--- src/rtl/core/pli_pkg.sv ---
// Package for the positional list core: field widths, operation and status
// codes, sequencer state type. No dependencies.
package pli_pkg;

    localparam int PL_CAPACITY = 16;

    localparam int KIND_W = 1;
    localparam int POS_W  = 5;
    localparam int VAL_W  = 32;
    localparam int STAT_W = 2;
    localparam int LEN_W  = 5;

    localparam logic [KIND_W-1:0] KIND_INSERT = 1'b0;
    localparam logic [KIND_W-1:0] KIND_DELETE = 1'b1;

    localparam logic [STAT_W-1:0] ST_OK    = 2'd0;
    localparam logic [STAT_W-1:0] ST_FULL  = 2'd1;
    localparam logic [STAT_W-1:0] ST_RANGE = 2'd2;

    typedef enum logic [3:0] {
        S_IDLE,
        S_INS_RD,
        S_INS_WR,
        S_DEL_RD,
        S_DEL_WR,
        S_PUT,
        S_DROP,
        S_HEAD,
        S_TAIL,
        S_OUT
    } t_state;

endpackage

--- src/rtl/core/pli_ram.sv ---
// Entry store of the positional list core: one write and one registered read
// port per cycle. Depends on pli_pkg for the entry width.
module pli_ram #(
    parameter int DEPTH = pli_pkg::PL_CAPACITY,
    parameter int AW    = $clog2(DEPTH)
) (
    input  logic                     i_clk,
    input  logic                     i_wr_en,
    input  logic [AW-1:0]            i_wr_addr,
    input  logic [pli_pkg::VAL_W-1:0] i_wr_data,
    input  logic                     i_rd_en,
    input  logic [AW-1:0]            i_rd_addr,
    output logic [pli_pkg::VAL_W-1:0] o_rd_data
);
    import pli_pkg::*;

    logic [VAL_W-1:0] r_mem [DEPTH];
    logic [VAL_W-1:0] r_rd_data;

    always_ff @(posedge i_clk) begin
        if (i_wr_en) begin
            r_mem[i_wr_addr] <= i_wr_data;
        end
    end

    always_ff @(posedge i_clk) begin
        if (i_rd_en) begin
            r_rd_data <= r_mem[i_rd_addr];
        end
    end

    assign o_rd_data = r_rd_data;

endmodule

--- src/rtl/core/positional_list_insert_delete_core.sv ---
// Top level of the positional list core: sequencer, count and index unit.
// Depends on pli_pkg and pli_ram.
//
// Usage: present i_kind, i_position and i_value with start; the item is taken
// at a rising edge where start is high and busy is low. busy stays high until
// the result has been shown. The result (o_status, o_length, o_head_value,
// o_tail_value) is valid for the single cycle in which o_done is high; the
// receiver cannot stall and must take it then.
// After an accepted item, the core moves length - position + 1 entries on
// insert, or length - position on delete, each with one read and one write
// through the registered read port of the entry store. It then writes the
// new value or drops the length, and then reads head and tail. A rejected
// item goes straight to the head and tail reads.
// busy falls after the o_done cycle, so a new item is taken only once the
// result of the last one has been shown.
// Reset (synchronous, active low) empties the list; store contents are not
// cleared, and an empty list shows zero head and tail values.
module positional_list_insert_delete_core #(
    parameter int CAPACITY = pli_pkg::PL_CAPACITY
) (
    input  logic                              i_clk,
    input  logic                              i_rst_n,
    input  logic                              start,
    output logic                              busy,
    input  logic [pli_pkg::KIND_W-1:0]        i_kind,
    input  logic [pli_pkg::POS_W-1:0]         i_position,
    input  logic signed [pli_pkg::VAL_W-1:0]  i_value,
    output logic                              o_done,
    output logic [pli_pkg::STAT_W-1:0]        o_status,
    output logic [pli_pkg::LEN_W-1:0]         o_length,
    output logic signed [pli_pkg::VAL_W-1:0]  o_head_value,
    output logic signed [pli_pkg::VAL_W-1:0]  o_tail_value
);
    import pli_pkg::*;

    localparam int AW   = $clog2(CAPACITY);
    localparam int CW   = $clog2(CAPACITY + 1);
    localparam int MW   = ((CW > POS_W) ? CW : POS_W) + 2;
    localparam int LW   = (CW > LEN_W) ? CW : LEN_W;

    t_state r_state, n_state;

    logic [CW-1:0]     r_count, n_count;
    logic [AW-1:0]     r_idx, n_idx;
    logic [AW-1:0]     r_k, n_k;
    logic [KIND_W-1:0] r_kind, n_kind;
    logic [VAL_W-1:0]  r_value, n_value;
    logic [STAT_W-1:0] r_status, n_status;
    logic [VAL_W-1:0]  r_head, n_head;

    logic              ram_wr_en;
    logic [AW-1:0]     ram_wr_addr;
    logic [VAL_W-1:0]  ram_wr_data;
    logic              ram_rd_en;
    logic [AW-1:0]     ram_rd_addr;
    logic [VAL_W-1:0]  ram_rd_data;

    logic              accept;
    logic [MW-1:0]     pos_m;
    logic [MW-1:0]     cnt_m;
    logic [MW-1:0]     k_m;
    logic [MW-1:0]     step_m;
    logic [STAT_W-1:0] chk_status;
    logic [AW-1:0]     idx_step;
    logic [LW-1:0]     count_w;

    assign accept = start && (r_state == S_IDLE);
    assign pos_m  = MW'(i_position);
    assign cnt_m  = MW'(r_count);
    assign k_m    = pos_m - MW'(1);

    // Shared index unit: step down on insert, up on delete
    assign idx_step = (r_kind == KIND_INSERT) ? (r_idx - AW'(1)) : (r_idx + AW'(1));
    assign step_m   = MW'(idx_step);

    always_comb begin
        chk_status = ST_OK;
        if (i_kind == KIND_INSERT) begin
            if (cnt_m >= MW'(CAPACITY)) begin
                chk_status = ST_FULL;
            end else if (pos_m == '0 || pos_m > cnt_m + MW'(1)) begin
                chk_status = ST_RANGE;
            end
        end else begin
            if (pos_m == '0 || pos_m > cnt_m) begin
                chk_status = ST_RANGE;
            end
        end
    end

    always_comb begin
        n_state = r_state;
        case (r_state)
            S_IDLE: begin
                if (accept) begin
                    if (chk_status != ST_OK) begin
                        n_state = S_HEAD;
                    end else if (i_kind == KIND_INSERT) begin
                        n_state = (cnt_m > k_m) ? S_INS_RD : S_PUT;
                    end else begin
                        n_state = (k_m + MW'(1) < cnt_m) ? S_DEL_RD : S_DROP;
                    end
                end
            end
            S_INS_RD: n_state = S_INS_WR;
            S_INS_WR: n_state = (step_m > MW'(r_k)) ? S_INS_RD : S_PUT;
            S_DEL_RD: n_state = S_DEL_WR;
            S_DEL_WR: n_state = (step_m + MW'(1) < cnt_m) ? S_DEL_RD : S_DROP;
            S_PUT:    n_state = S_HEAD;
            S_DROP:   n_state = S_HEAD;
            S_HEAD:   n_state = S_TAIL;
            S_TAIL:   n_state = S_OUT;
            S_OUT:    n_state = S_IDLE;
            default:  n_state = S_IDLE;
        endcase
    end

    always_comb begin
        ram_wr_en   = 1'b0;
        ram_wr_addr = r_idx;
        ram_wr_data = ram_rd_data;
        ram_rd_en   = 1'b0;
        ram_rd_addr = idx_step;
        o_done      = 1'b0;
        busy        = 1'b1;
        case (r_state)
            S_IDLE:   busy = 1'b0;
            S_INS_RD: ram_rd_en = 1'b1;
            S_DEL_RD: ram_rd_en = 1'b1;
            S_INS_WR: ram_wr_en = 1'b1;
            S_DEL_WR: ram_wr_en = 1'b1;
            S_PUT: begin
                ram_wr_en   = 1'b1;
                ram_wr_addr = r_k;
                ram_wr_data = r_value;
            end
            S_HEAD: begin
                ram_rd_en   = 1'b1;
                ram_rd_addr = '0;
            end
            S_TAIL: begin
                ram_rd_en   = 1'b1;
                ram_rd_addr = AW'(r_count - CW'(1));
            end
            S_OUT:    o_done = 1'b1;
            default:  busy = 1'b1;
        endcase
    end

    always_comb begin
        n_count  = r_count;
        n_idx    = r_idx;
        n_k      = r_k;
        n_kind   = r_kind;
        n_value  = r_value;
        n_status = r_status;
        n_head   = r_head;
        case (r_state)
            S_IDLE: begin
                if (accept) begin
                    n_kind   = i_kind;
                    n_value  = i_value;
                    n_status = chk_status;
                    n_k      = AW'(k_m);
                    n_idx    = (i_kind == KIND_INSERT) ? AW'(r_count) : AW'(k_m);
                end
            end
            S_INS_WR: n_idx = idx_step;
            S_DEL_WR: n_idx = idx_step;
            S_PUT:    n_count = r_count + CW'(1);
            S_DROP:   n_count = r_count - CW'(1);
            S_TAIL:   n_head = ram_rd_data;
            default: begin
                n_idx = r_idx;
            end
        endcase
    end

    always_ff @(posedge i_clk) begin
        if (!i_rst_n) begin
            r_state <= S_IDLE;
            r_count <= '0;
        end else begin
            r_state <= n_state;
            r_count <= n_count;
        end
    end

    always_ff @(posedge i_clk) begin
        r_idx    <= n_idx;
        r_k      <= n_k;
        r_kind   <= n_kind;
        r_value  <= n_value;
        r_status <= n_status;
        r_head   <= n_head;
    end

    pli_ram #(
        .DEPTH (CAPACITY),
        .AW    (AW)
    ) u_ram (
        .i_clk     (i_clk),
        .i_wr_en   (ram_wr_en),
        .i_wr_addr (ram_wr_addr),
        .i_wr_data (ram_wr_data),
        .i_rd_en   (ram_rd_en),
        .i_rd_addr (ram_rd_addr),
        .o_rd_data (ram_rd_data)
    );

    assign count_w      = LW'(r_count);
    assign o_status     = r_status;
    assign o_length     = count_w[LEN_W-1:0];
    assign o_head_value = (r_count == '0) ? '0 : $signed(r_head);
    assign o_tail_value = (r_count == '0) ? '0 : $signed(ram_rd_data);

`ifndef ASSERT_OFF
    a_count_bound: assert property (@(posedge i_clk) disable iff (!i_rst_n)
        r_count <= CW'(CAPACITY))
        else $error("entry count exceeds capacity");

    a_accept_busy: assert property (@(posedge i_clk) disable iff (!i_rst_n)
        accept |=> busy)
        else $error("accepted item did not raise busy");

    a_done_idle: assert property (@(posedge i_clk) disable iff (!i_rst_n)
        o_done |=> !busy)
        else $error("busy held after result");

    a_reject_hold: assert property (@(posedge i_clk) disable iff (!i_rst_n)
        (r_state == S_HEAD) && (r_status != ST_OK) |-> $stable(r_count))
        else $error("rejected item changed the list length");

    a_empty_zero: assert property (@(posedge i_clk) disable iff (!i_rst_n)
        o_done && (r_count == '0) |-> (o_head_value == '0) && (o_tail_value == '0))
        else $error("empty list result with non-zero head or tail");
`endif

endmodule
--- config.mk ---
export PLATFORM = sky130hd
export DESIGN_NAME = positional_list_insert_delete_core
export DESIGN_NICKNAME = d
export VERILOG_FILES = /design/src/rtl/core/pli_pkg.sv /design/src/rtl/core/pli_ram.sv /design/src/rtl/core/positional_list_insert_delete_core.sv
export SDC_FILE = /design/constraint.sdc
export NUM_CORES = 1
export LEC_CHECK = 0
export ABC_CLOCK_PERIOD_IN_PS = 3500
export BUFFER_PORTS_ARGS = -buffer_cell sky130_fd_sc_hd__buf_2
export CORE_UTILIZATION = 25
export DETAILED_ROUTE_END_ITERATION = 10
export PLACE_DENSITY_LB_ADDON = 0.15
export REMOVE_ABC_BUFFERS = 1
export SYNTH_ARGS = -nofsm -noshare
export SYNTH_HDL_FRONTEND = slang
export SYNTH_SLANG_ARGS = --single-unit
--- constraint.sdc ---
create_clock -name i_clk -period 3.5 [get_ports i_clk]
set_clock_uncertainty 0.1 [all_clocks]
set_input_delay 0.175 -clock i_clk [delete_from_list [all_inputs] [get_ports i_clk]]
set_output_delay 0.175 -clock i_clk [all_outputs]
set_load 0.01 [all_outputs]
# After elaboration in Yosys (flattened, before gate mapping)
# Memory sizes are Yosys's and may differ from the RTL's. A register that Yosys moved wholly into a read port is not among the register bits.
# Cells that the tools add are included.
dict set report word_totals {
  ff_bits 84
  ram_bits 512
  inputBits 41
  output_inout_bits 73
  n_memories 1
}
# name words word_bits rd rd_clocked_by_memory_dff wr line
set memory_table {}
lappend memory_table {u_ram.r_mem 16 32 1 1 1 pli_ram.sv:17} ;# logic [VAL_W-1:0] r_mem [DEPTH];
dict set report classes {
  add_sub_neg 8
  order_cmp 7
  eq_ne 10
  muxes 28
  n_reduce_logical 15
}
# op count
set op_table {}
lappend op_table {{two-way mux 32 bit} 3}
lappend op_table {{one-hot mux 4 bit (8 select lines)} 1}
lappend op_table {{two-way mux 4 bit} 5}
lappend op_table {{two-way mux 3 bit} 6}
lappend op_table {{== test 4 x 3 -> 1 bit, second input constant} 4}
lappend op_table {{one-hot mux 4 bit (2 select lines)} 2}
lappend op_table {{one-hot mux 5 bit (2 select lines)} 1}
lappend op_table {{== test 4 x 2 -> 1 bit, second input constant} 2}
lappend op_table {{== test 4 bit, second input constant} 2}
lappend op_table {{two-way mux 2 bit} 4}
lappend op_table {{adder 6 x 2 -> 7 bit, second input constant} 1}
lappend op_table {{> comparator 5 x 7 -> 1 bit} 1}
lappend op_table {{zero test 7 bit} 1}
lappend op_table {{less-than comparator 7 x 5 -> 1 bit} 1}
lappend op_table {{adder 5 x 1 -> 6 bit, second input constant} 1}
lappend op_table {{> comparator 5 x 6 -> 1 bit} 1}
lappend op_table {{two-way mux 1 bit} 6}
lappend op_table {{nonzero test 2 bit} 3}
lappend op_table {{subtractor 5 x 1 -> 6 bit, second input constant} 1}
lappend op_table {{adder 4 x 1 -> 5 bit, second input constant} 1}
lappend op_table {{adder 5 x 1 -> 5 bit, second input constant} 1}
lappend op_table {{>= comparator 5 bit, second input constant} 1}
lappend op_table {{> comparator 5 bit} 1}
lappend op_table {{zero test 5 bit} 1}
lappend op_table {{other kinds (14)} 17}

# Depth between registers and ports, before layout
dict set report depth {
  word_depth 10
  mapped_depth 12
  ltp_nobuf 11
}

# Hierarchy
# Synthesis repeated with hierarchy kept, for this count alone.
dict set report hier_totals {
  cells_unflattened 1346
  hier_area_um2 25070.3
}
# module instances cells_per_inst area_each_um2
set by_module_without_submodules {}
lappend by_module_without_submodules {pli_ram 1 838 20155.6}
lappend by_module_without_submodules {positional_list_insert_delete_core 1 508 4914.7}

# Worst setup path before layout
# OpenSTA, ideal clock, no wires.
dict set report synth_timing {
  path_type {flip-flop to flip-flop}
  startpoint {register r_state[0]}
  endpoint {register u_ram.r_rd_data[16] (netlist: u_ram.o_rd_data[16]), read port of u_ram.r_mem (data pin)}
  setup_ps 259
  t_arrival_ps 3415
  t_required_ps 3141
  setup_slack_ps -274
  stages_incl_launch_ff 11
  n_path_buf 4
  synth_period_minus_slack_ps 3774
  path_cell_list {dfxtp_1 > buf_2 > or3_1 > clkbuf_1 > nor2_2 > a221o_1 > buf_2 > buf_4 > mux4_2 > a22oi_1 > nand2_1}
}
dict set report synth_via {
  elab_chain_cells 3
  word_cells_on_any_way 7
  cone_classes {eq/ne: 4; mux: 2; reduce/logical: 1}
}
# element line
set synth_lines {}
lappend synth_lines {{start: declaration} positional_list_insert_delete_core.sv:41} ;# t_state r_state, n_state;
lappend synth_lines {{start signal: assignment} positional_list_insert_delete_core.sv:184} ;# r_state <= n_state;
lappend synth_lines {{== test 4 bit, or another cell as far along} positional_list_insert_delete_core.sv:126} ;# case (r_state)
lappend synth_lines {{OR reduction 4 bit (no source line)} -}
lappend synth_lines {{two-way mux 1 bit} positional_list_insert_delete_core.sv:126}
lappend synth_lines {{end: declaration} pli_ram.sv:18} ;# logic [VAL_W-1:0] r_rd_data;
# Parallel ways exist; a longest one is shown, timed or not.
# A chain may end at the register's enable or synchronous reset.

# Worst setup path in the final report
dict set report layout_timing {
  startpoint {register r_idx[1]}
  endpoint {register u_ram.r_rd_data[31] (netlist: u_ram.o_rd_data[31]), read port of u_ram.r_mem (data pin)}
}
dict set report layout_via {
  elab_chain_cells 3
  word_cells_on_any_way 4
  cone_classes {add/sub: 2; mux: 2}
}
# element line
set layout_lines {}
lappend layout_lines {{start: declaration} positional_list_insert_delete_core.sv:44} ;# logic [AW-1:0] r_idx, n_idx;
lappend layout_lines {{start signal: assignment} positional_list_insert_delete_core.sv:190} ;# r_idx <= n_idx;
lappend layout_lines {{subtractor 4 x 1 -> 4 bit / adder 4 x 1 -> 4 bit (equally long branches)} positional_list_insert_delete_core.sv:73} ;# assign idx_step = (r_kind == KIND_INSERT) ? (r_idx - AW'(1)) : (r_idx + AW'(1));
lappend layout_lines {{two-way mux 4 bit (*)} positional_list_insert_delete_core.sv:73}
lappend layout_lines {{one-hot mux 4 bit (2 select lines) (*)} positional_list_insert_delete_core.sv:126}
# Every way passes the cells marked *; elsewhere a longest branch is shown, timed or not.

==> metrics.txt <==
die area=102000 sq um; Crit Path Class=register to register; Largest delay share family, worst path=buffers and inverters; sequential power share=33.8%; First DRT Iteration DRCs=1135; die height=319 um; area delta synth->final=24.7%; Setup WS pre-CTS=0.333 ns; Overflow after GRT=0; CP Capture Type=register; WHS=0.0572 ns; Logic pwr share=42.4%; status=completed; Final Max Slew Viols=0; VDD IR max=0.000868 V; critical path's slowest cell=edfxtp_1; DRC viols=0; DR vias=13500; internal power=21700 uW; Tcrit/Tclk final=88.2%; antenna viol nets, final=0; syn_area_per_cell=18.6 sq um; # setup viols final=0; core footprint=100000 sq um; post-layout util=31.4%; Die Width=319 um; worst-path cell chain=inv_1, fa_1, xor2_1, inv_1, mux2i_1, o21ai_4, buf_12, buf_12, mux4_2, a22oi_1, nand2_1; number of synthesized flops with an enable pin=619; CTS buffer count=73; fraction of layout instances using a drive strength above 1=28.8%; first-pass GRT wire length=103000 um; Worst Hold Class=input pin to register; Nets=1686; RePlAce Congestion=0.762; Site Rows=116; 1st-pass router iterations=5; largest net degree at the start of global routing=39; Worst-path clk slew=0.06 ns; H-Tree Depth=3; mapped cell area=25200 sq um; Final Hold Fails=0; clk buf depth=3; P per Cell Area=1070 nW/um^2; Buf/Inv on CP=4; Port Buffers=113; Max-cap violations=0; FFs w/ async S/R, synth=0%; worst skew pair latency=0.63 ns; io pins=114; Top FF cell, synth=edfxtp_1; Initial Utilization=25.2%; LEAKAGE=0.0106 uW; placed cells=2798; fin cells=2967; Seq/Total Area, Yosys=74.5%; All-Layer GR Usage=14.2%; vias per cell=4.56; Rel. slew slack=32.5%; Crit path largest cell delay=0.40 ns; Sw Ratio=35.7%; vias in the first global route=14200; Slew @ Worst Pin=1.01 ns; Pwr Total=33700 uW; crit path DAT=3.35 ns; critical-path maximum fanout=22; FF+latch count, synth=628; CTS resizes=0; TritonCTS Sinks=628; Tmin final=3.09 ns; Netlist cell types=56; Critical Path Source Type=register; Hold Buf Count CTS=37; RSZ-0062 raised after global routing=no; root buffer cell=clkbuf_16; Fmax=0.324 GHz; final worst setup slack=0.414 ns; HPWL reported at the end of detailed placement=41300 um; required time worst endpoint=3.76 ns; Post-CTS Repair Setup Buffers=0; Sw Pwr=12000 uW; post-synthesis instance total=1357; mean routed wirelength per cell=24.3 um; clock share of power=23.8%; CTS tree=built; Synth warnings=0; initial antenna violation count=1; Routed WL=72100 um; FILL cells=9632
## logic make-up after synthesis
family / after synthesis / share of synthesized area (%)
DFF: 628 / 74.5
and+or+nand+nor: 300 / 5.56
xor gates and xnor gates: 23 / 0.800
buffers and inverters: 96 / 1.70
AOI/OAI and AO/OA: 147 / 4.23
adders and majority gates: 33 / 1.67
muxes: 130 / 11.5
## metrics by stage
stage / TNS [ns] / area [sq um]
3_5_place_dp: 0 / 28500
6_report: 0 / 31400
4_1_cts: 0 / 31400
5_1_grt: 0 / 31400
3_3_place_gp: 0 / 28500
2_1_floorplan: -633.04 / 24900
## worst min-delay path, stage by stage
cell and delay, ns:
buf_2 0.18, xnor2_1 0.09, buf_4 0.16, inv_1 0.08
## layout by cell type, fill, tap and decap left out, types with 4 or more instances in the layout
cell type / synthesis / final
inv_1: 26 / 25
mux4_2: 128 / 128
xnor2_1: 14 / 14
bufinv_16: 0 / 13
a21o_1: 8 / 8
nor2_4: 0 / 18
a22oi_1: 65 / 65
nand2b_1: 4 / 4
nor3b_1: 5 / 5
dfxtp_1: 9 / 9
dlygate4sd3_1: 0 / 37
clkinv_2: 0 / 13
clkbuf_1: 48 / 11
xor2_1: 9 / 9
buf_12: 0 / 44
buf_2: 3 / 113
o21ai_0: 10 / 9
edfxtp_1: 619 / 619
ha_1: 32 / 32
nand3_1: 8 / 8
buf_4: 9 / 54
o211ai_1: 7 / 7
a31oi_1: 5 / 5
clkinv_1: 2 / 12
nor2b_1: 68 / 68
and3_1: 7 / 6
nor2_1: 44 / 27
a21oi_1: 21 / 19
nor3_1: 12 / 10
a2111oi_0: 4 / 4
inv_16: 0 / 4
nand2_1: 140 / 140
clkbuf_16: 0 / 73
## sequential cells by signal, summed over array words and instances (netlist names)
register,cells
o_status,2
r_head,32
r_kind,1
o_length,5
u_ram.o_rd_data,32
u_ram.r_mem,512
r_state,4
r_idx,4
r_value,32
r_k,4
## synth_stat cells (4+ instances only)
cell type | instances | area [sq um]
a2111oi_0 | 4 | 35.0
a21o_1 | 8 | 60.1
a21oi_1 | 21 | 105
a221o_1 | 4 | 40.0
a22oi_1 | 65 | 488
a31oi_1 | 5 | 31.3
and3_1 | 7 | 43.8
buf_1 | 4 | 15.0
buf_4 | 9 | 67.6
buf_6 | 4 | 45.0
clkbuf_1 | 48 | 180
dfxtp_1 | 9 | 180
edfxtp_1 | 619 | 18600
ha_1 | 32 | 400
inv_1 | 26 | 97.6
mux4_2 | 128 | 2880
nand2_1 | 140 | 526
nand2b_1 | 4 | 25.0
nand3_1 | 8 | 40.0
nor2_1 | 44 | 165
nor2b_1 | 68 | 425
nor3_1 | 12 | 60.1
nor3b_1 | 5 | 37.5
o211ai_1 | 7 | 52.6
o21ai_0 | 10 | 50.1
xnor2_1 | 14 | 123
xor2_1 | 9 | 78.8
## final timing paths
| kind | from | to | slack [ns] | cells past startpoint |
|---|---|---|---|---|
| max reg2reg | r_idx[1]$_DFFE_PP_ | u_ram.o_rd_data[31]$_DFFE_PP_ | 0.41 | 11 |
| max | r_idx[1]$_DFFE_PP_ | u_ram.o_rd_data[31]$_DFFE_PP_ | 0.41 | 11 |
| min | i_position[2] | r_k[2]$_DFFE_PP_ | 0.06 | 4 |
| min reg2reg | u_ram.o_rd_data[1]$_DFFE_PP_ | r_head[1]$_DFFE_PP_ | 0.39 | 0 |
## per-layer routing
metal	track usage, %	part of all wire [%]	vias up
li1	-	-	5961
met1	19.5	47	7208
met2	23.4	48	279
met3	1.90	3.3	77
met4	4.10	1.8	0
met5	0	0	-
## power by group through the flow
| stage | clock network [uW] | logic, uW | registers [uW] |
|---|---|---|---|
| floorplan | 0 | 6400 | 11300 |
| global placement | 0 | 14500 | 11500 |
| detailed placement | 0 | 14600 | 11600 |
| CTS | 8250 | 14700 | 11400 |
| global route | 8530 | 15600 | 11500 |
| finish | 8030 | 14300 | 11400 |
## layout make-up
cell class                      count  area [sq um]  share of cell area (%)
Sequential cell                   628         18800                    59.7
Multi-Input combinational cell    633          6190                    19.7
Timing Repair Buffer              248          2220                    7.07
Clock buffer                       84          1870                    5.95
Tap cell                         1298          1620                    5.17
Clock inverter                     47           646                    2.05
Inverter                           28           105                   0.334
Antenna cell                        1          2.50                 0.00796
Note: power is estimated with default switching activity, not from simulation.
